## config.mk

```make
export PLATFORM = sky130hd
export DESIGN_NAME = json_pretty_printer
export DESIGN_NICKNAME = d
export VERILOG_FILES = /design/src/hw/rtl/jpp_pkg.sv /design/src/hw/rtl/jpp_datapath.sv /design/src/hw/rtl/jpp_controller.sv /design/src/hw/rtl/json_pretty_printer.sv
export SDC_FILE = /design/constraint.sdc
export NUM_CORES = 1
export LEC_CHECK = 0
export BUFFER_PORTS_ARGS = -buffer_cell sky130_fd_sc_hd__buf_4
export CORE_UTILIZATION = 25
export DETAILED_ROUTE_END_ITERATION = 10
export PLACE_DENSITY = 0.51
export SYNTH_ARGS = -nofsm -noshare
export SYNTH_HDL_FRONTEND = slang
export SYNTH_SLANG_ARGS = --single-unit
```

## constraint.sdc

```tcl
create_clock -name clock -period 2.6 [get_ports clock]
set_clock_uncertainty 0.2 [all_clocks]
set_input_delay 0.13 -clock clock [delete_from_list [all_inputs] [get_ports clock]]
set_output_delay 0.13 -clock clock [all_outputs]
set_load 0.01 [all_outputs]
```

## src/hw/rtl/jpp_pkg.sv

```systemverilog
// Package for the JSON pretty printer: constants, character codes, types and helpers.
package jpp_pkg;

   localparam int unsigned DEPTH_W = 4;
   localparam int unsigned CNT_W   = DEPTH_W + 1;

   localparam logic [DEPTH_W-1:0] MAX_DEPTH = 4'd15;

   localparam logic [7:0] CH_LBRACE   = 8'h7B;
   localparam logic [7:0] CH_LBRACKET = 8'h5B;
   localparam logic [7:0] CH_RBRACE   = 8'h7D;
   localparam logic [7:0] CH_RBRACKET = 8'h5D;
   localparam logic [7:0] CH_COMMA    = 8'h2C;
   localparam logic [7:0] CH_COLON    = 8'h3A;
   localparam logic [7:0] CH_QUOTE    = 8'h22;
   localparam logic [7:0] CH_BSLASH   = 8'h5C;
   localparam logic [7:0] CH_NL       = 8'h0A;
   localparam logic [7:0] CH_SPACE    = 8'h20;
   localparam logic [7:0] CH_TAB      = 8'h09;
   localparam logic [7:0] CH_VT       = 8'h0B;
   localparam logic [7:0] CH_FF       = 8'h0C;
   localparam logic [7:0] CH_CR       = 8'h0D;

   // Controller states.
   typedef enum logic [3:0] {
      ST_IDLE,
      ST_NL2,
      ST_PRE_NL,
      ST_PRE_SP,
      ST_BYTE,
      ST_POST_SP,
      ST_POST_NL,
      ST_POST_IND,
      ST_EOT_NL,
      ST_EOT_IND
   } state_type;

   // Which character the output register takes.
   typedef enum logic [1:0] {
      SEL_NL,
      SEL_SPACE,
      SEL_BYTE
   } emit_sel_type;

   // Output phases that one transaction needs, in emission order.
   typedef struct packed {
      logic pre_nl2;
      logic pre_indent;
      logic emit_b;
      logic post_space;
      logic post_indent;
      logic eot_indent;
   } plan_type;

   typedef struct packed {
      logic         load_item;
      logic         emit;
      emit_sel_type emit_sel;
      logic         emit_last;
      logic         cnt_load_pre;
      logic         cnt_load_eot;
      logic         cnt_dec;
   } cmd_type;

   typedef struct packed {
      plan_type plan_now;
      plan_type plan;
      logic     out_free;
      logic     pre_zero;
      logic     eot_zero;
      logic     cnt_one;
   } status_type;

   function automatic logic [DEPTH_W-1:0] sat_inc(input logic [DEPTH_W-1:0] d);
      return (d < MAX_DEPTH) ? d + 1'b1 : d;
   endfunction

   function automatic logic [DEPTH_W-1:0] sat_dec(input logic [DEPTH_W-1:0] d);
      return (d != '0) ? d - 1'b1 : d;
   endfunction

   function automatic logic is_space(input logic [7:0] b);
      return b == CH_SPACE || b == CH_TAB || b == CH_NL ||
             b == CH_VT || b == CH_FF || b == CH_CR;
   endfunction

endpackage

```

## src/hw/rtl/jpp_datapath.sv

```systemverilog
// Datapath of the JSON pretty printer: parse state, phase plan, indent counter, output register.
module jpp_datapath (
   input  logic               clock,
   input  logic               reset,
   input  logic [7:0]         req_in_byte,
   input  logic               req_end_of_text,
   input  jpp_pkg::cmd_type   cmd,
   output jpp_pkg::status_type st,
   input  logic               rsp_stall,
   output logic               rsp_valid,
   output logic [7:0]         rsp_out_byte,
   output logic               rsp_run_last
);
   import jpp_pkg::*;

   logic [DEPTH_W-1:0] depth_ff, depth_in, d1;
   logic               str_ff, str_in;
   logic               esc_ff, esc_in;
   logic               pend_ff, pend_in;
   logic               pair, pend_other, closer;
   plan_type           plan_now, plan_ff;
   logic [DEPTH_W-1:0] level_ff;
   logic [DEPTH_W-1:0] eot_level;
   logic [7:0]         byte_ff;
   logic [CNT_W-1:0]   cnt_ff;
   logic               out_valid_ff;
   logic [7:0]         out_byte_ff;
   logic               out_last_ff;
   logic [7:0]         out_char;

   always_comb begin
      plan_now   = '0;
      str_in     = str_ff;
      esc_in     = esc_ff;
      pend_in    = pend_ff;
      d1         = depth_ff;
      closer     = (req_in_byte == CH_RBRACE) || (req_in_byte == CH_RBRACKET);
      pair       = 1'b0;
      pend_other = 1'b0;
      if (str_ff) begin
         plan_now.emit_b = 1'b1;
         if (esc_ff) begin
            esc_in = 1'b0;
         end else if (req_in_byte == CH_BSLASH) begin
            esc_in = 1'b1;
         end else if (req_in_byte == CH_QUOTE) begin
            str_in = 1'b0;
         end
      end else if (!is_space(req_in_byte)) begin
         pair                = pend_ff && closer;
         pend_other          = pend_ff && !closer;
         plan_now.pre_nl2    = pend_ff && (req_in_byte == CH_RBRACKET);
         plan_now.pre_indent = pend_ff || closer;
         plan_now.emit_b     = 1'b1;
         pend_in             = 1'b0;
         if (pend_other) begin
            d1 = sat_inc(depth_ff);
         end
         if (!pair) begin
            case (req_in_byte) inside
               CH_LBRACE, CH_LBRACKET: pend_in = 1'b1;
               CH_RBRACE, CH_RBRACKET: d1 = sat_dec(depth_ff);
               CH_COMMA:               plan_now.post_indent = 1'b1;
               CH_COLON:               plan_now.post_space = 1'b1;
               CH_QUOTE:               str_in = 1'b1;
               default:                ;
            endcase
         end
      end
      plan_now.eot_indent = req_end_of_text && pend_in;
      depth_in = d1;
      if (req_end_of_text) begin
         depth_in = '0;
         str_in   = 1'b0;
         esc_in   = 1'b0;
         pend_in  = 1'b0;
      end
   end

   always_ff @(posedge clock) begin
      if (reset) begin
         depth_ff <= '0;
         str_ff   <= 1'b0;
         esc_ff   <= 1'b0;
         pend_ff  <= 1'b0;
      end else if (cmd.load_item) begin
         depth_ff <= depth_in;
         str_ff   <= str_in;
         esc_ff   <= esc_in;
         pend_ff  <= pend_in;
      end
   end

   always_ff @(posedge clock) begin
      if (cmd.load_item) begin
         plan_ff  <= plan_now;
         level_ff <= d1;
         byte_ff  <= req_in_byte;
      end
   end

   assign eot_level = sat_inc(level_ff);

   // Space counter: twice the indent level, counted down one space per emission.
   always_ff @(posedge clock) begin
      if (reset) begin
         cnt_ff <= '0;
      end else if (cmd.cnt_load_pre) begin
         cnt_ff <= {level_ff, 1'b0};
      end else if (cmd.cnt_load_eot) begin
         cnt_ff <= {eot_level, 1'b0};
      end else if (cmd.cnt_dec) begin
         cnt_ff <= cnt_ff - 1'b1;
      end
   end

   always_comb begin
      unique case (cmd.emit_sel)
         SEL_NL:    out_char = CH_NL;
         SEL_SPACE: out_char = CH_SPACE;
         SEL_BYTE:  out_char = byte_ff;
         default:   out_char = byte_ff;
      endcase
   end

   always_ff @(posedge clock) begin
      if (reset) begin
         out_valid_ff <= 1'b0;
      end else if (cmd.emit) begin
         out_valid_ff <= 1'b1;
      end else if (!rsp_stall) begin
         out_valid_ff <= 1'b0;
      end
   end

   always_ff @(posedge clock) begin
      if (cmd.emit) begin
         out_byte_ff <= out_char;
         out_last_ff <= cmd.emit_last;
      end
   end

   assign rsp_valid    = out_valid_ff;
   assign rsp_out_byte = out_byte_ff;
   assign rsp_run_last = out_last_ff;

   assign st.plan_now = plan_now;
   assign st.plan     = plan_ff;
   assign st.out_free = !out_valid_ff || !rsp_stall;
   assign st.pre_zero = (level_ff == '0);
   assign st.eot_zero = (eot_level == '0);
   assign st.cnt_one  = (cnt_ff == CNT_W'(1));

   a_cnt_range: assert property (@(posedge clock) disable iff (reset)
      cnt_ff <= {MAX_DEPTH, 1'b0})
      else $error("indent counter beyond twice the maximum depth");

   a_esc_in_str: assert property (@(posedge clock) disable iff (reset)
      esc_ff |-> str_ff)
      else $error("escape flag set outside a string");

   a_pend_not_str: assert property (@(posedge clock) disable iff (reset)
      pend_ff |-> !str_ff)
      else $error("opener pending while inside a string");

endmodule

```

## src/hw/rtl/jpp_controller.sv

```systemverilog
// Controller of the JSON pretty printer: sequences the output phases of one transaction.
module jpp_controller (
   input  logic                clock,
   input  logic                reset,
   input  logic                req_valid,
   output logic                req_stall,
   input  jpp_pkg::status_type st,
   output jpp_pkg::cmd_type    cmd
);
   import jpp_pkg::*;

   localparam logic [2:0] STG_NL2  = 3'd0;
   localparam logic [2:0] STG_PRE  = 3'd1;
   localparam logic [2:0] STG_BYTE = 3'd2;
   localparam logic [2:0] STG_PSP  = 3'd3;
   localparam logic [2:0] STG_PNL  = 3'd4;
   localparam logic [2:0] STG_EOT  = 3'd5;
   localparam logic [2:0] STG_DONE = 3'd6;

   state_type state_ff, state_in;
   state_type nxt;

   // First phase at or after stage k that the plan asks for.
   function automatic state_type first_from(input plan_type p, input logic [2:0] k);
      if (k <= STG_NL2 && p.pre_nl2)     return ST_NL2;
      if (k <= STG_PRE && p.pre_indent)  return ST_PRE_NL;
      if (k <= STG_BYTE && p.emit_b)     return ST_BYTE;
      if (k <= STG_PSP && p.post_space)  return ST_POST_SP;
      if (k <= STG_PNL && p.post_indent) return ST_POST_NL;
      if (k <= STG_EOT && p.eot_indent)  return ST_EOT_NL;
      return ST_IDLE;
   endfunction

   always_ff @(posedge clock) begin
      if (reset) begin
         state_ff <= ST_IDLE;
      end else begin
         state_ff <= state_in;
      end
   end

   always_comb begin
      state_in = state_ff;
      cmd      = '0;
      nxt      = ST_IDLE;
      unique case (state_ff)
         ST_IDLE: begin
            if (req_valid) begin
               cmd.load_item = 1'b1;
               state_in      = first_from(st.plan_now, STG_NL2);
            end
         end
         ST_NL2: begin
            nxt = first_from(st.plan, STG_PRE);
            if (st.out_free) begin
               cmd.emit      = 1'b1;
               cmd.emit_sel  = SEL_NL;
               cmd.emit_last = (nxt == ST_IDLE);
               state_in      = nxt;
            end
         end
         ST_PRE_NL: begin
            nxt = first_from(st.plan, STG_BYTE);
            if (st.out_free) begin
               cmd.emit         = 1'b1;
               cmd.emit_sel     = SEL_NL;
               cmd.cnt_load_pre = 1'b1;
               cmd.emit_last    = st.pre_zero && (nxt == ST_IDLE);
               state_in         = st.pre_zero ? nxt : ST_PRE_SP;
            end
         end
         ST_PRE_SP: begin
            nxt = first_from(st.plan, STG_BYTE);
            if (st.out_free) begin
               cmd.emit      = 1'b1;
               cmd.emit_sel  = SEL_SPACE;
               cmd.cnt_dec   = 1'b1;
               cmd.emit_last = st.cnt_one && (nxt == ST_IDLE);
               state_in      = st.cnt_one ? nxt : ST_PRE_SP;
            end
         end
         ST_BYTE: begin
            nxt = first_from(st.plan, STG_PSP);
            if (st.out_free) begin
               cmd.emit      = 1'b1;
               cmd.emit_sel  = SEL_BYTE;
               cmd.emit_last = (nxt == ST_IDLE);
               state_in      = nxt;
            end
         end
         ST_POST_SP: begin
            nxt = first_from(st.plan, STG_PNL);
            if (st.out_free) begin
               cmd.emit      = 1'b1;
               cmd.emit_sel  = SEL_SPACE;
               cmd.emit_last = (nxt == ST_IDLE);
               state_in      = nxt;
            end
         end
         ST_POST_NL: begin
            nxt = first_from(st.plan, STG_EOT);
            if (st.out_free) begin
               cmd.emit         = 1'b1;
               cmd.emit_sel     = SEL_NL;
               cmd.cnt_load_pre = 1'b1;
               cmd.emit_last    = st.pre_zero && (nxt == ST_IDLE);
               state_in         = st.pre_zero ? nxt : ST_POST_IND;
            end
         end
         ST_POST_IND: begin
            nxt = first_from(st.plan, STG_EOT);
            if (st.out_free) begin
               cmd.emit      = 1'b1;
               cmd.emit_sel  = SEL_SPACE;
               cmd.cnt_dec   = 1'b1;
               cmd.emit_last = st.cnt_one && (nxt == ST_IDLE);
               state_in      = st.cnt_one ? nxt : ST_POST_IND;
            end
         end
         ST_EOT_NL: begin
            nxt = first_from(st.plan, STG_DONE);
            if (st.out_free) begin
               cmd.emit         = 1'b1;
               cmd.emit_sel     = SEL_NL;
               cmd.cnt_load_eot = 1'b1;
               cmd.emit_last    = st.eot_zero;
               state_in         = st.eot_zero ? nxt : ST_EOT_IND;
            end
         end
         ST_EOT_IND: begin
            nxt = first_from(st.plan, STG_DONE);
            if (st.out_free) begin
               cmd.emit      = 1'b1;
               cmd.emit_sel  = SEL_SPACE;
               cmd.cnt_dec   = 1'b1;
               cmd.emit_last = st.cnt_one;
               state_in      = st.cnt_one ? nxt : ST_EOT_IND;
            end
         end
         default: begin
            state_in = ST_IDLE;
         end
      endcase
   end

   assign req_stall = (state_ff != ST_IDLE);

   a_last_ends: assert property (@(posedge clock) disable iff (reset)
      cmd.emit && cmd.emit_last |=> state_ff == ST_IDLE)
      else $error("last character emitted but controller did not return to idle");

   a_emit_needs_room: assert property (@(posedge clock) disable iff (reset)
      cmd.emit |-> st.out_free)
      else $error("character emitted while the output register was occupied");

endmodule

```

## src/hw/rtl/json_pretty_printer.sv

```systemverilog
// Top level of the streaming JSON pretty printer.
//
//   Channel | Ports                                      | Direction
//   --------+--------------------------------------------+----------
//   request | req_valid, req_stall, req_in_byte,         | in
//           | req_end_of_text                            |
//   response| rsp_valid, rsp_stall, rsp_out_byte,        | out
//           | rsp_run_last                               |
//
// A request transaction is taken only while the controller is idle. Each
// response character then passes through the single output register, which
// the controller fills one character at a time. Whitespace outside strings
// yields no response. Reset is synchronous and active high; it returns the
// controller to idle, clears the nesting depth and parse flags, and empties
// the output register. A stalled response holds its character, and the
// controller waits on it without losing its place in the sequence.
module json_pretty_printer (
   input  logic       clock,
   input  logic       reset,
   input  logic       req_valid,
   output logic       req_stall,
   input  logic [7:0] req_in_byte,
   input  logic       req_end_of_text,
   output logic       rsp_valid,
   input  logic       rsp_stall,
   output logic [7:0] rsp_out_byte,
   output logic       rsp_run_last
);
   import jpp_pkg::*;

   // Commands from the controller and status back from the datapath are the
   // only connection between the two halves.
   cmd_type    cmd;
   status_type st;

   // The controller accepts a transaction only when idle, then walks the
   // phases of the plan the datapath worked out at acceptance: extra newline,
   // leading indent, the byte itself, trailing space or indent, and the flush
   // of a pending opener at the end of a document.
   jpp_controller u_ctrl (
      .clock     (clock),
      .reset     (reset),
      .req_valid (req_valid),
      .req_stall (req_stall),
      .st        (st),
      .cmd       (cmd)
   );

   // The datapath keeps the nesting depth and string state, records the plan
   // and indent level of the transaction, counts spaces and drives the
   // response register.
   jpp_datapath u_dp (
      .clock           (clock),
      .reset           (reset),
      .req_in_byte     (req_in_byte),
      .req_end_of_text (req_end_of_text),
      .cmd             (cmd),
      .st              (st),
      .rsp_stall       (rsp_stall),
      .rsp_valid       (rsp_valid),
      .rsp_out_byte    (rsp_out_byte),
      .rsp_run_last    (rsp_run_last)
   );

endmodule

```

==> results.py, run 1 <==
metrics = {
    "synth": {
        "ys_seq_area_share_pct": 41.08,
        "synth_adder_area_share_pct": 2.751,
        "synth_compound_area_share_pct": 20.40,
        "syn_area_sq_mm": 0.002729,
        "synthArstFlopShare_pct": 0,
        "synth-simple-area-share_pct": 29.48,
        "synthTopCellsByArea": "edfxtp_1 (29%), dfxtp_1 (12%), nor2_1 (5.4%)",
        "synth_top_family_by_area": "simple AND/OR/NAND/NOR gates",
        "yosys.cell_types.count": 58,
        "syn_nets": 344,
        "synthXorXnorAreaFrac_pct": 0.9629,
        "synth_most_common_cell": "nor2_1",
        "synth_ff_type": "edfxtp_1",
        "synth_enable_flop_cells": 26,
        "synth_seq_cells": 43,
        "synthMuxAreaShare_pct": 0.7795,
        "synthTopCellsByCount": "nor2_1 (39), a21oi_1 (29), edfxtp_1 (26), nand2_1 (26), o21ai_0 (22)",
        "avgSynthCellArea_sq_um": 8.397,
        "synth_top_area_share_pct": 28.61,
        "synth_cells": 325,
        "yosysWarningCount": 0,
        "synth_largest_area_cell": "edfxtp_1",
    },
    "place": {
        "gp_routability_congestion": 0.8467,
        "port_buffers": 23,
        "hpwl_um": 5347,
    },
    "routing": {
        "viasPerCell": 5.192,
        "drc": 0,
        "vias": 2575,
        "antenna_left": 0,
        "drtIter0Drc": 143,
        "routedWlPerCell_um": 14.72,
        "drt_wl_total_um": 7301,
        "firstDrtPassIters": 4,
    },
    "worst_setup_path": {
        "cp_data_arrival_time_ps": 2330,
        "cp_num_buf_inv": 2,
        "start_kind": "primary input",
        "cp.required_ps": 2590,
        "crit_chain": "dlygate4sd3_1 -> buf_4 -> or3_4 -> nor4_2 -> a21oi_2 -> a21o_1 -> a221oi_1 -> nor3_1",
        "slowest_delay_ps": 540,
        "cp_slowest_cell": "dlygate4sd3_1",
        "cp_top_family": "simple AND/OR/NAND/NOR gates",
        "reg2reg_setup_slack_ps": 260,
        "timing.rr.start": "u_dp.cnt_ff[1]$_SDFFE_PP0P_",
        "crit_path_end_kind": "register",
        "cp_num_cells": 8,
        "crit_path_max_fanout": 6,
        "r2r_end": "u_dp.rsp_run_last$_DFFE_PP_",
        "crit_type": "in -> reg",
        "reg2reg_depth": 7,
    },
    "power_and_ir_drop": {
        "ir_drop_uv": 240.7,
        "p_per_area_mw_per_mm2": 627.7,
        "leakage_nw": 1.181,
    },
    "sta": {
        "fin_crit_ps": 2346,
        "max_freq_mhz": 426.2,
        "rsz0062_at_grt": "no",
        "tightest_slew_ps": 769.0,
        "drv_slew": 0,
        "final_hold_viol_count": 0,
        "slew_headroom_pct": 48.55,
        "fin_crit_sh_pct": 90.25,
        "setup_viol": 0,
        "fin_setup_tns_ps": 0,
        "whs_ps": 12.31,
    },
    "floorplanning": {
        "row_count": 37,
        "die_h_um": 106.5,
        "core-area_sq_mm": 0.01046,
        "ios": 24,
        "start_util_pct": 26.08,
        "die_area_sq_mm": 0.01134,
        "die_width_um": 106.5,
    },
    "cells_and_area": {
        "nets": 378,
        "layout-drive-gt1-share_pct": 15.00,
        "diodes": 0,
        "area_growth_syn_to_layout_pct": 21.05,
        "nFillCells": 1128,
    },
    "global_route": {
        "grt-ovfl-total": 0,
        "antenna_found_initial": 0,
        "grt.total_usage_pct": 13.45,
        "first_global_vias": 2414,
        "grt_max_degree": 19,
        "grt_pass1_wl_um": 12150,
    },
    "cts": {
        "cts_tree": "built",
        "cts_root_buf": "clkbuf_8",
        "h-tree-depth": 2,
        "clk_pin_slew_ps": 90,
        "clock_sinks": 43,
        "clkLatencyLatePin_ps": 310,
        "numCtsBuffers": 5,
        "cts_setup_buffers": 0,
        "cts_buffer_depth": 2,
    },
    "min_path": {
        "hold_depth": 3,
        "hold_class": "in -> reg",
        "hold_path.startpoint": "req_end_of_text",
        "hold_path_end": "u_dp.depth_ff[2]$_SDFFE_PP0P_",
    },
    "run": {
        "drv_cap": 0,
    },
    "outcome": {
        "status": "completed",
    },
}
[repair_timing]
item / 4_1_cts / 5_1_grt
endpoints found under the hold margin: 20 / 0
resized for setup: 0 / 0
hold buffers: 9 / 0
[power by group]
group | total, mW | switching, mW | internal [mW]
logic | 0.596 | 0.351 | 0.244
clock network | 0.558 | 0.268 | 0.290
registers | 0.920 | 0.0681 | 0.851
total | 2.07 | 0.688 | 1.39
[flip-flops by register name (all words and copies together), names as in the netlist, 4 cells and up]
signal / flops
u_ctrl.state_ff: 4
u_dp.byte_ff: 8
u_dp.cnt_ff: 5
u_dp.depth_ff: 4
u_dp.level_ff: 4
u_dp.rsp_out_byte: 8
u_dp.st: 5
[metal layers]
layer | wire length (um) | track usage, % | share of wire, % | vias to the layer above
met5 | 0 | 0 | 0 | -
met3 | 318 | 1.962 | 4.4 | 11
met1 | 3500 | 18.30 | 48 | 1228
li1 | - | - | - | 1258
met4 | 119 | 4.697 | 1.6 | 0
met2 | 3363 | 21.61 | 46 | 78
[logic make-up after synthesis]
group / count (synthesis)
adder cells (fa/ha/maj): 6
XOR/XNOR: 3
flip-flops: 43
multiplexers: 2
AO/OA/AOI/OAI: 90
buffers and inverters: 33
AND/OR/NAND/NOR: 148
[layout make-up]
| type | instances | area (sq um) | area share, % |
|---|---|---|---|
| Clock buffer | 5 | 68.82 | 2.083 |
| Multi-Input combinational cell | 249 | 1484 | 44.92 |
| Inverter | 16 | 60.06 | 1.818 |
| Timing Repair Buffer | 44 | 352.8 | 10.68 |
| Sequential cell | 43 | 1121 | 33.94 |
| Clock inverter | 3 | 46.29 | 1.402 |
| Tap cell | 136 | 170.2 | 5.152 |
[how the worst max path moves through the flow]
stage | start | end | slack (ps)
after floorplan | u_dp.depth_ff[0]$_SDFFE_PP0P_ | u_dp.depth_ff[3]$_SDFFE_PP0P_ | 390
after global placement | u_dp.cnt_ff[1]$_SDFFE_PP0P_ | u_dp.rsp_run_last$_DFFE_PP_ | 240
after detailed placement | u_dp.cnt_ff[1]$_SDFFE_PP0P_ | u_dp.rsp_run_last$_DFFE_PP_ | 260
after CTS | u_dp.cnt_ff[1]$_SDFFE_PP0P_ | u_dp.rsp_run_last$_DFFE_PP_ | 250
after global routing | req_in_byte[5] | u_dp.depth_ff[0]$_SDFFE_PP0P_ | 30
final | req_in_byte[4] | u_ctrl.state_ff[2]$_SDFFE_PP0P_ | 250
[per-stage QoR]
stage          utilization, %  worst slack (ps)  area (sq um)  total power, mW  cells
6_report                31.57             253.5          3303            2.073    496
2_1_floorplan               -             386.0          2729            1.268    325
3_3_place_gp            29.61             242.1          3098            1.514    479
5_1_grt                 31.57             30.11          3303            2.179    496
4_1_cts                 31.57             245.2          3303            2.084    496
3_5_place_dp            29.61             265.0          3098            1.519    479
[cell usage in the layout, fill, tap and decap left out, types with 8 or more instances in the layout]
| cell | n |
|---|---|
| nor2_1 | 39 |
| buf_4 | 35 |
| a21oi_1 | 29 |
| nand2_1 | 26 |
| edfxtp_1 | 26 |
| o21ai_0 | 22 |
| dfxtp_1 | 17 |
| inv_1 | 16 |
| nand3_1 | 14 |
| nor3_1 | 10 |
| dlygate4sd3_1 | 9 |
| nor4_1 | 8 |
[worst min-delay path: cells and delay by family]
family	cells	cell delay (ps)
compound gates	1	50
buf+inv	1	160
simple gates	1	120
(Power assumes the default switching activity.)
==> run 2: changes to the inputs <==
--- a/config.mk
+++ b/config.mk
@@ -5,6 +5,7 @@
 export SDC_FILE = /design/constraint.sdc
 export NUM_CORES = 1
 export LEC_CHECK = 0
+export ABC_AREA = 1
 export BUFFER_PORTS_ARGS = -buffer_cell sky130_fd_sc_hd__buf_4
 export CORE_UTILIZATION = 25
 export DETAILED_ROUTE_END_ITERATION = 10
==> results.py, run 2 <==
metrics = {
    "place": {
        "gp_routability_congestion": 0.8462,
        "dpl.cell_count": 539,
        "port_buffers": 23,
        "hpwl_um": 4850,
    },
    "floorplanning": {
        "row_count": 38,
        "die_h_um": 107.7,
        "start_util_pct": 25.77,
        "die_width_um": 107.7,
        "core-area_sq_mm": 0.01084,
        "die_area_sq_mm": 0.01160,
        "ios": 24,
    },
    "synth": {
        "synth_largest_area_cell": "edfxtp_1",
        "yosysWarningCount": 0,
        "synth_most_common_cell": "nand2_1",
        "synth_ff_type": "edfxtp_1",
        "synth_top_area_share_pct": 27.94,
        "syn_nets": 397,
        "synthTopCellsByArea": "edfxtp_1 (28%), nand2_1 (13%), dfxtp_1 (12%)",
        "syn_area_sq_mm": 0.002794,
        "ys_seq_area_share_pct": 40.13,
        "synthTopCellsByCount": "nand2_1 (98), inv_1 (58), nor2_1 (38), edfxtp_1 (26), nand3_1 (25)",
        "synth_cells": 378,
        "avgSynthCellArea_sq_um": 7.391,
        "synth_enable_flop_cells": 26,
        "yosys.cell_types.count": 39,
        "synthArstFlopShare_pct": 0,
        "synth_seq_cells": 43,
    },
    "sta": {
        "final_hold_viol_count": 0,
        "drv_slew": 0,
        "rsz0062_at_grt": "no",
        "max_freq_mhz": 421.0,
        "fin_crit_ps": 2375,
        "setup_viol": 0,
        "tightest_slew_ps": 395.2,
        "fin_crit_sh_pct": 91.36,
        "slew_headroom_pct": 73.62,
        "fin_setup_tns_ps": 0,
    },
    "routing": {
        "viasPerCell": 4.373,
        "routedWlPerCell_um": 11.22,
        "drtIter0Drc": 118,
        "drc": 0,
        "drt_wl_total_um": 6259,
        "firstDrtPassIters": 4,
        "antenna_left": 0,
        "vias": 2440,
    },
    "worst_setup_path": {
        "crit_path_end_kind": "register",
        "cp.required_ps": 2640,
        "crit_path_max_fanout": 9,
        "crit_type": "in -> reg",
        "crit_chain": "dlygate4sd3_1 -> buf_4 -> inv_1 -> nand2_1 -> nor2_2 -> nand2_2 -> nand3_4 -> inv_2 -> nand2_2 -> nand2_1 -> nand2_2 -> nand2_2 -> a21oi_2 -> dlygate4sd3_1",
        "slowest_delay_ps": 540,
        "start_kind": "primary input",
        "crit_path_frequent_cell": "nand2_2",
        "cp_num_buf_inv": 5,
        "cp_data_arrival_time_ps": 2420,
        "reg2reg_setup_slack_ps": 290,
        "reg2reg_depth": 13,
        "cp_slowest_cell": "dlygate4sd3_1",
        "cp_num_cells": 14,
        "cp_top_family": "buffers and inverters",
    },
    "min_path": {
        "hold_depth": 4,
        "hold_class": "in -> reg",
    },
    "outcome": {
        "status": "completed",
    },
    "cts": {
        "cts_setup_buffers": 0,
        "clkLatencyLatePin_ps": 290,
        "numCtsBuffers": 5,
        "cts_tree": "built",
        "clock_sinks": 43,
        "cts_buffer_depth": 2,
        "cts_root_buf": "clkbuf_8",
        "h-tree-depth": 2,
        "clk_pin_slew_ps": 80,
    },
    "cells_and_area": {
        "nFillCells": 1211,
        "nets": 436,
        "final_common_cell": "nand2_1",
        "layout_common_cells": "nand2_1 (98), inv_1 (58), nor2_1 (38)",
        "area_growth_syn_to_layout_pct": 19.17,
        "layout-drive-gt1-share_pct": 18.66,
        "final_core_util_pct": 30.71,
        "final_cells": 558,
        "diodes": 0,
    },
    "global_route": {
        "grt_max_degree": 19,
        "grt_pass1_wl_um": 10670,
        "antenna_found_initial": 0,
        "first_global_vias": 2333,
        "grt-ovfl-total": 0,
        "grt.total_usage_pct": 11.56,
    },
    "power_and_ir_drop": {
        "leakage_nw": 1.485,
        "ir_drop_uv": 208.0,
        "p_per_area_mw_per_mm2": 686.9,
        "p_total_mw": 2.287,
    },
    "run": {
        "drv_cap": 0,
    },
}
run 2: cell types whose count changed after synthesis, sizes merged, moves of 9 or more:
cell | before | now
nor2 | 39 | 48
nand2 | 26 | 112
inv | 16 | 68
clkbuf | 15 | 1
o21ai | 23 | 12
nand3 | 14 | 30
nor4 | 10 | 1
run 2: kinds of logic (layout without fill, tap and decap cells):
| group | after synthesis | after routing | share of synthesized area [%] |
|---|---|---|---|
| compound gates | 51 | 51 | 11.78 |
| fa+ha+maj | 6 | 6 | 2.687 |
| xor+xnor | 4 | 4 | 1.254 |
| buf+inv | 71 | 111 | 9.539 |
| flops | 43 | 43 | 40.13 |
| simple gates | 202 | 202 | 34.26 |
| mux | 1 | 1 | 0.3583 |
run 2: stage by stage:
| stage | setup slack [ps] | area (sq um) | hold WS (ps) |
|---|---|---|---|
| 6_report | 224.7 | 3329 | 9.766 |
| 5_1_grt | 100.5 | 3329 | 8.597 |
| 2_1_floorplan | 780.8 | 2794 | 28.87 |
| 3_5_place_dp | 544.7 | 3134 | 125.2 |
| 4_1_cts | 233.7 | 3329 | 0.08410 |
| 3_3_place_gp | 621.8 | 3134 | 122.0 |
run 2: worst register-to-register path, cell delays in order (launching register included):
cell and delay [ps]:
dfxtp_1 420, inv_1 110, ha_1 250, inv_1 60
nor3_1 40, inv_1 110, nand2_2 80, o21ai_2 80
nand2_2 80, nand2_1 70, nand2_2 60, nand2_2 60
a21oi_2 40, dlygate4sd3_1 550
run 2: area by class of cell:
| cell class | count | area [sq um] | area share [%] |
|---|---|---|---|
| Multi-Input combinational cell | 264 | 1406 | 42.24 |
| Sequential cell | 43 | 1121 | 33.67 |
| Timing Repair Buffer | 34 | 282.8 | 8.493 |
| Inverter | 69 | 259.0 | 7.779 |
| Tap cell | 140 | 175.2 | 5.261 |
| Clock buffer | 6 | 72.57 | 2.180 |
| Clock inverter | 2 | 12.51 | 0.3758 |
run 2: path summary, 6_finish.rpt:
check,from,end
worst max register to register,u_dp.depth_ff[0]$_SDFFE_PP0P_,u_dp.depth_ff[0]$_SDFFE_PP0P_
worst min register to register,u_dp.cnt_ff[1]$_SDFFE_PP0P_,u_dp.cnt_ff[1]$_SDFFE_PP0P_
worst max-delay path,req_in_byte[7],u_dp.depth_ff[0]$_SDFFE_PP0P_
worst min-delay path,req_valid,u_dp.depth_ff[2]$_SDFFE_PP0P_
run 2: repair_timing:
| action | in CTS | in global routing |
|---|---|---|
| setup endpoints to repair | 0 | 0 |
| gates resized for setup | 0 | 0 |
| hold endpoints to repair | 23 | 0 |
| hold buffers | 11 | 0 |
run 2: power by group:
group	total [mW]	switching (mW)	internal, mW	leakage, nW
sequential	1.02	0.0887	0.930	0.385
clock	0.422	0.234	0.188	0.0412
combinational	0.847	0.552	0.295	1.06
run 2: per-layer routing:
layer / GRT usage, % / vias up / share of wire [%]
li1: - / 1295 / -
met2: 19.23 / 37 / 45
met1: 15.11 / 1102 / 50
met5: 0 / - / 0
met4: 3.229 / 0 / 1.2
met3: 2.240 / 6 / 3.7
==> run 3: changes to the inputs <==
--- a/config.mk
+++ b/config.mk
@@ -10,6 +10,7 @@
 export CORE_UTILIZATION = 25
 export DETAILED_ROUTE_END_ITERATION = 10
 export PLACE_DENSITY = 0.51
+export RECOVER_POWER = 25
 export SYNTH_ARGS = -nofsm -noshare
 export SYNTH_HDL_FRONTEND = slang
 export SYNTH_SLANG_ARGS = --single-unit
==> results.py, run 3 (same netlist as run 2, synthesis figures left out) <==
metrics = {
    "place": {
        "port_buffers": 23,
        "dpl.cell_count": 539,
        "gp_routability_congestion": 0.8462,
        "hpwl_um": 4850,
    },
    "global_route": {
        "first_global_vias": 2333,
        "use_met2_pct": 19.23,
        "antenna_found_initial": 0,
        "grt.total_usage_pct": 11.56,
        "grt_max_degree": 19,
        "grt-ovfl-total": 0,
        "grt_pass1_wl_um": 10670,
        "grt-busiest-layer": "met2",
        "grtUsageMet1_pct": 15.11,
        "grtUsageMet3_pct": 2.240,
    },
    "routing": {
        "drt_wl_total_um": 6253,
        "vias": 2441,
        "drtIter0Drc": 115,
        "viasPerCell": 4.375,
        "drc": 0,
        "antenna_left": 0,
        "firstDrtPassIters": 4,
        "routedWlPerCell_um": 11.21,
    },
    "sta": {
        "rsz0062_at_grt": "no",
        "final_hold_viol_count": 0,
        "fin_crit_ps": 2379,
        "setup_viol": 0,
        "fin_setup_tns_ps": 0,
        "tightest_slew_ps": 395.6,
        "slew_headroom_pct": 73.59,
        "drv_slew": 0,
        "max_freq_mhz": 420.4,
        "fin_crit_sh_pct": 91.49,
    },
    "worst_setup_path": {
        "cp_top_family": "buffers and inverters",
        "crit_path_frequent_cell": "nand2_2",
        "crit_chain": "dlygate4sd3_1 -> clkbuf_4 -> inv_1 -> nand2_1 -> nor2_2 -> nand2_2 -> nand3_4 -> inv_2 -> nand2_2 -> nand2_1 -> nand2_2 -> nand2_2 -> a21oi_2 -> dlygate4sd3_1",
        "reg2reg_setup_slack_ps": 290,
        "cp-startpoint": "req_in_byte[7]",
        "crit_path_max_fanout": 9,
        "cp_slowest_cell": "dlygate4sd3_1",
        "crit_type": "in -> reg",
        "cp_num_buf_inv": 5,
        "slowest_delay_ps": 540,
        "r2r_end": "u_dp.depth_ff[0]$_SDFFE_PP0P_",
        "cp_data_arrival_time_ps": 2420,
        "cp.required_ps": 2640,
        "start_kind": "primary input",
        "crit_path_end_kind": "register",
        "crit_end": "u_dp.depth_ff[0]$_SDFFE_PP0P_",
        "reg2reg_depth": 13,
        "cp_num_cells": 14,
        "timing.rr.start": "u_dp.depth_ff[0]$_SDFFE_PP0P_",
    },
    "floorplanning": {
        "die_area_sq_mm": 0.01160,
        "die_h_um": 107.7,
        "die_width_um": 107.7,
        "start_util_pct": 25.77,
        "core-area_sq_mm": 0.01084,
        "ios": 24,
        "row_count": 38,
    },
    "cts": {
        "clock_sinks": 43,
        "cts_tree": "built",
        "post_cts_resized": 0,
        "cts_root_buf": "clkbuf_8",
        "cts_buffer_depth": 2,
        "cts_setup_buffers": 0,
        "clkLatencyLatePin_ps": 290,
        "clk_pin_slew_ps": 80,
        "h-tree-depth": 2,
        "numCtsBuffers": 5,
    },
    "cells_and_area": {
        "final_cells": 558,
        "multi_input_area_sq_mm": 0.001406,
        "layout_common_cells": "nand2_1 (98), inv_1 (58), nor2_1 (38)",
        "area_growth_syn_to_layout_pct": 17.15,
        "diodes": 0,
        "nets": 436,
        "layout-drive-gt1-share_pct": 15.07,
        "final_common_cell": "nand2_1",
        "ff_latch_area_sq_mm": 0.001121,
        "nFillCells": 1218,
    },
    "power_and_ir_drop": {
        "leakage_nw": 1.430,
        "p_per_area_mw_per_mm2": 680.1,
        "ir_drop_uv": 208.0,
    },
    "min_path": {
        "hold_class": "in -> reg",
    },
    "run": {
        "drv_cap": 0,
    },
    "outcome": {
        "status": "completed",
    },
}
-- run 3: changes by cell type in the layout (fill, tap and decap cells not counted) --
cell      before  now
clkbuf_1       1   16
buf_4         23    7
clkbuf_4       0    1
-- run 3: routing by layer --
metal / vias to the layer above / share of wire, %
met4: 0 / 1.2
met5: - / 0
met1: 1098 / 51
met3: 6 / 3.4
met2: 41 / 45
li1: 1296 / -
-- run 3: layout make-up --
| cell class | count | area share, % |
|---|---|---|
| multi-input cells | 264 | 42.97 |
| flip-flops and latches | 43 | 34.25 |
| inverters | 69 | 7.913 |
| repair buffers | 34 | 6.919 |
| well taps | 140 | 5.352 |
| clock buffers | 6 | 2.217 |
| clock inverters | 2 | 0.3823 |
-- run 3: tightest hold or removal path: cells and delay by family --
family | cells | cell delay [ps]
AO/OA/AOI/OAI | 1 | 60
buffers and inverters | 1 | 90
AND/OR/NAND/NOR | 2 | 190
-- run 3: through the flow --
| stage | utilization (%) | hold slack, ps | cell area (sq um) | setup slack [ps] | power, mW |
|---|---|---|---|---|---|
| finish | 30.19 | 9.790 | 3273 | 221.3 | 2.226 |
| CTS | 30.71 | 0.08410 | 3329 | 233.7 | 2.321 |
| detailed placement | 28.91 | 125.2 | 3134 | 544.7 | 1.875 |
| floorplan | - | 28.87 | 2794 | 780.8 | 1.568 |
| global route | 30.19 | 8.597 | 3273 | 87.18 | 2.406 |
| global placement | 28.91 | 122.0 | 3134 | 621.8 | 1.867 |
-- run 3: power by group --
group          total [mW]  leakage [nW]  switching [mW]  internal, mW
logic               0.788          1.00           0.551         0.237
clock network       0.422        0.0412           0.234         0.188
registers            1.02         0.385          0.0871         0.930
-- run 3: how the worst min path moves through the flow --
stage                                    endpoint  slack (ps)  cells past startpoint           start
finish              u_dp.depth_ff[2]$_SDFFE_PP0P_          10                      4       req_valid
global route        u_dp.depth_ff[3]$_SDFFE_PP0P_           9                      4       req_valid
CTS                 u_dp.depth_ff[2]$_SDFFE_PP0P_        0.08                      4       req_valid
detailed placement      u_dp.byte_ff[7]$_DFFE_PP_         130                      1  req_in_byte[7]
global placement        u_dp.byte_ff[7]$_DFFE_PP_         120                      1  req_in_byte[7]
floorplan               u_dp.byte_ff[0]$_DFFE_PP_          30                      0  req_in_byte[0]
-- run 3: repair_timing --
action                                  CTS  global route
hold buffers                             11             0
endpoints found under the setup margin    0             0
endpoints found under the hold margin    23             0
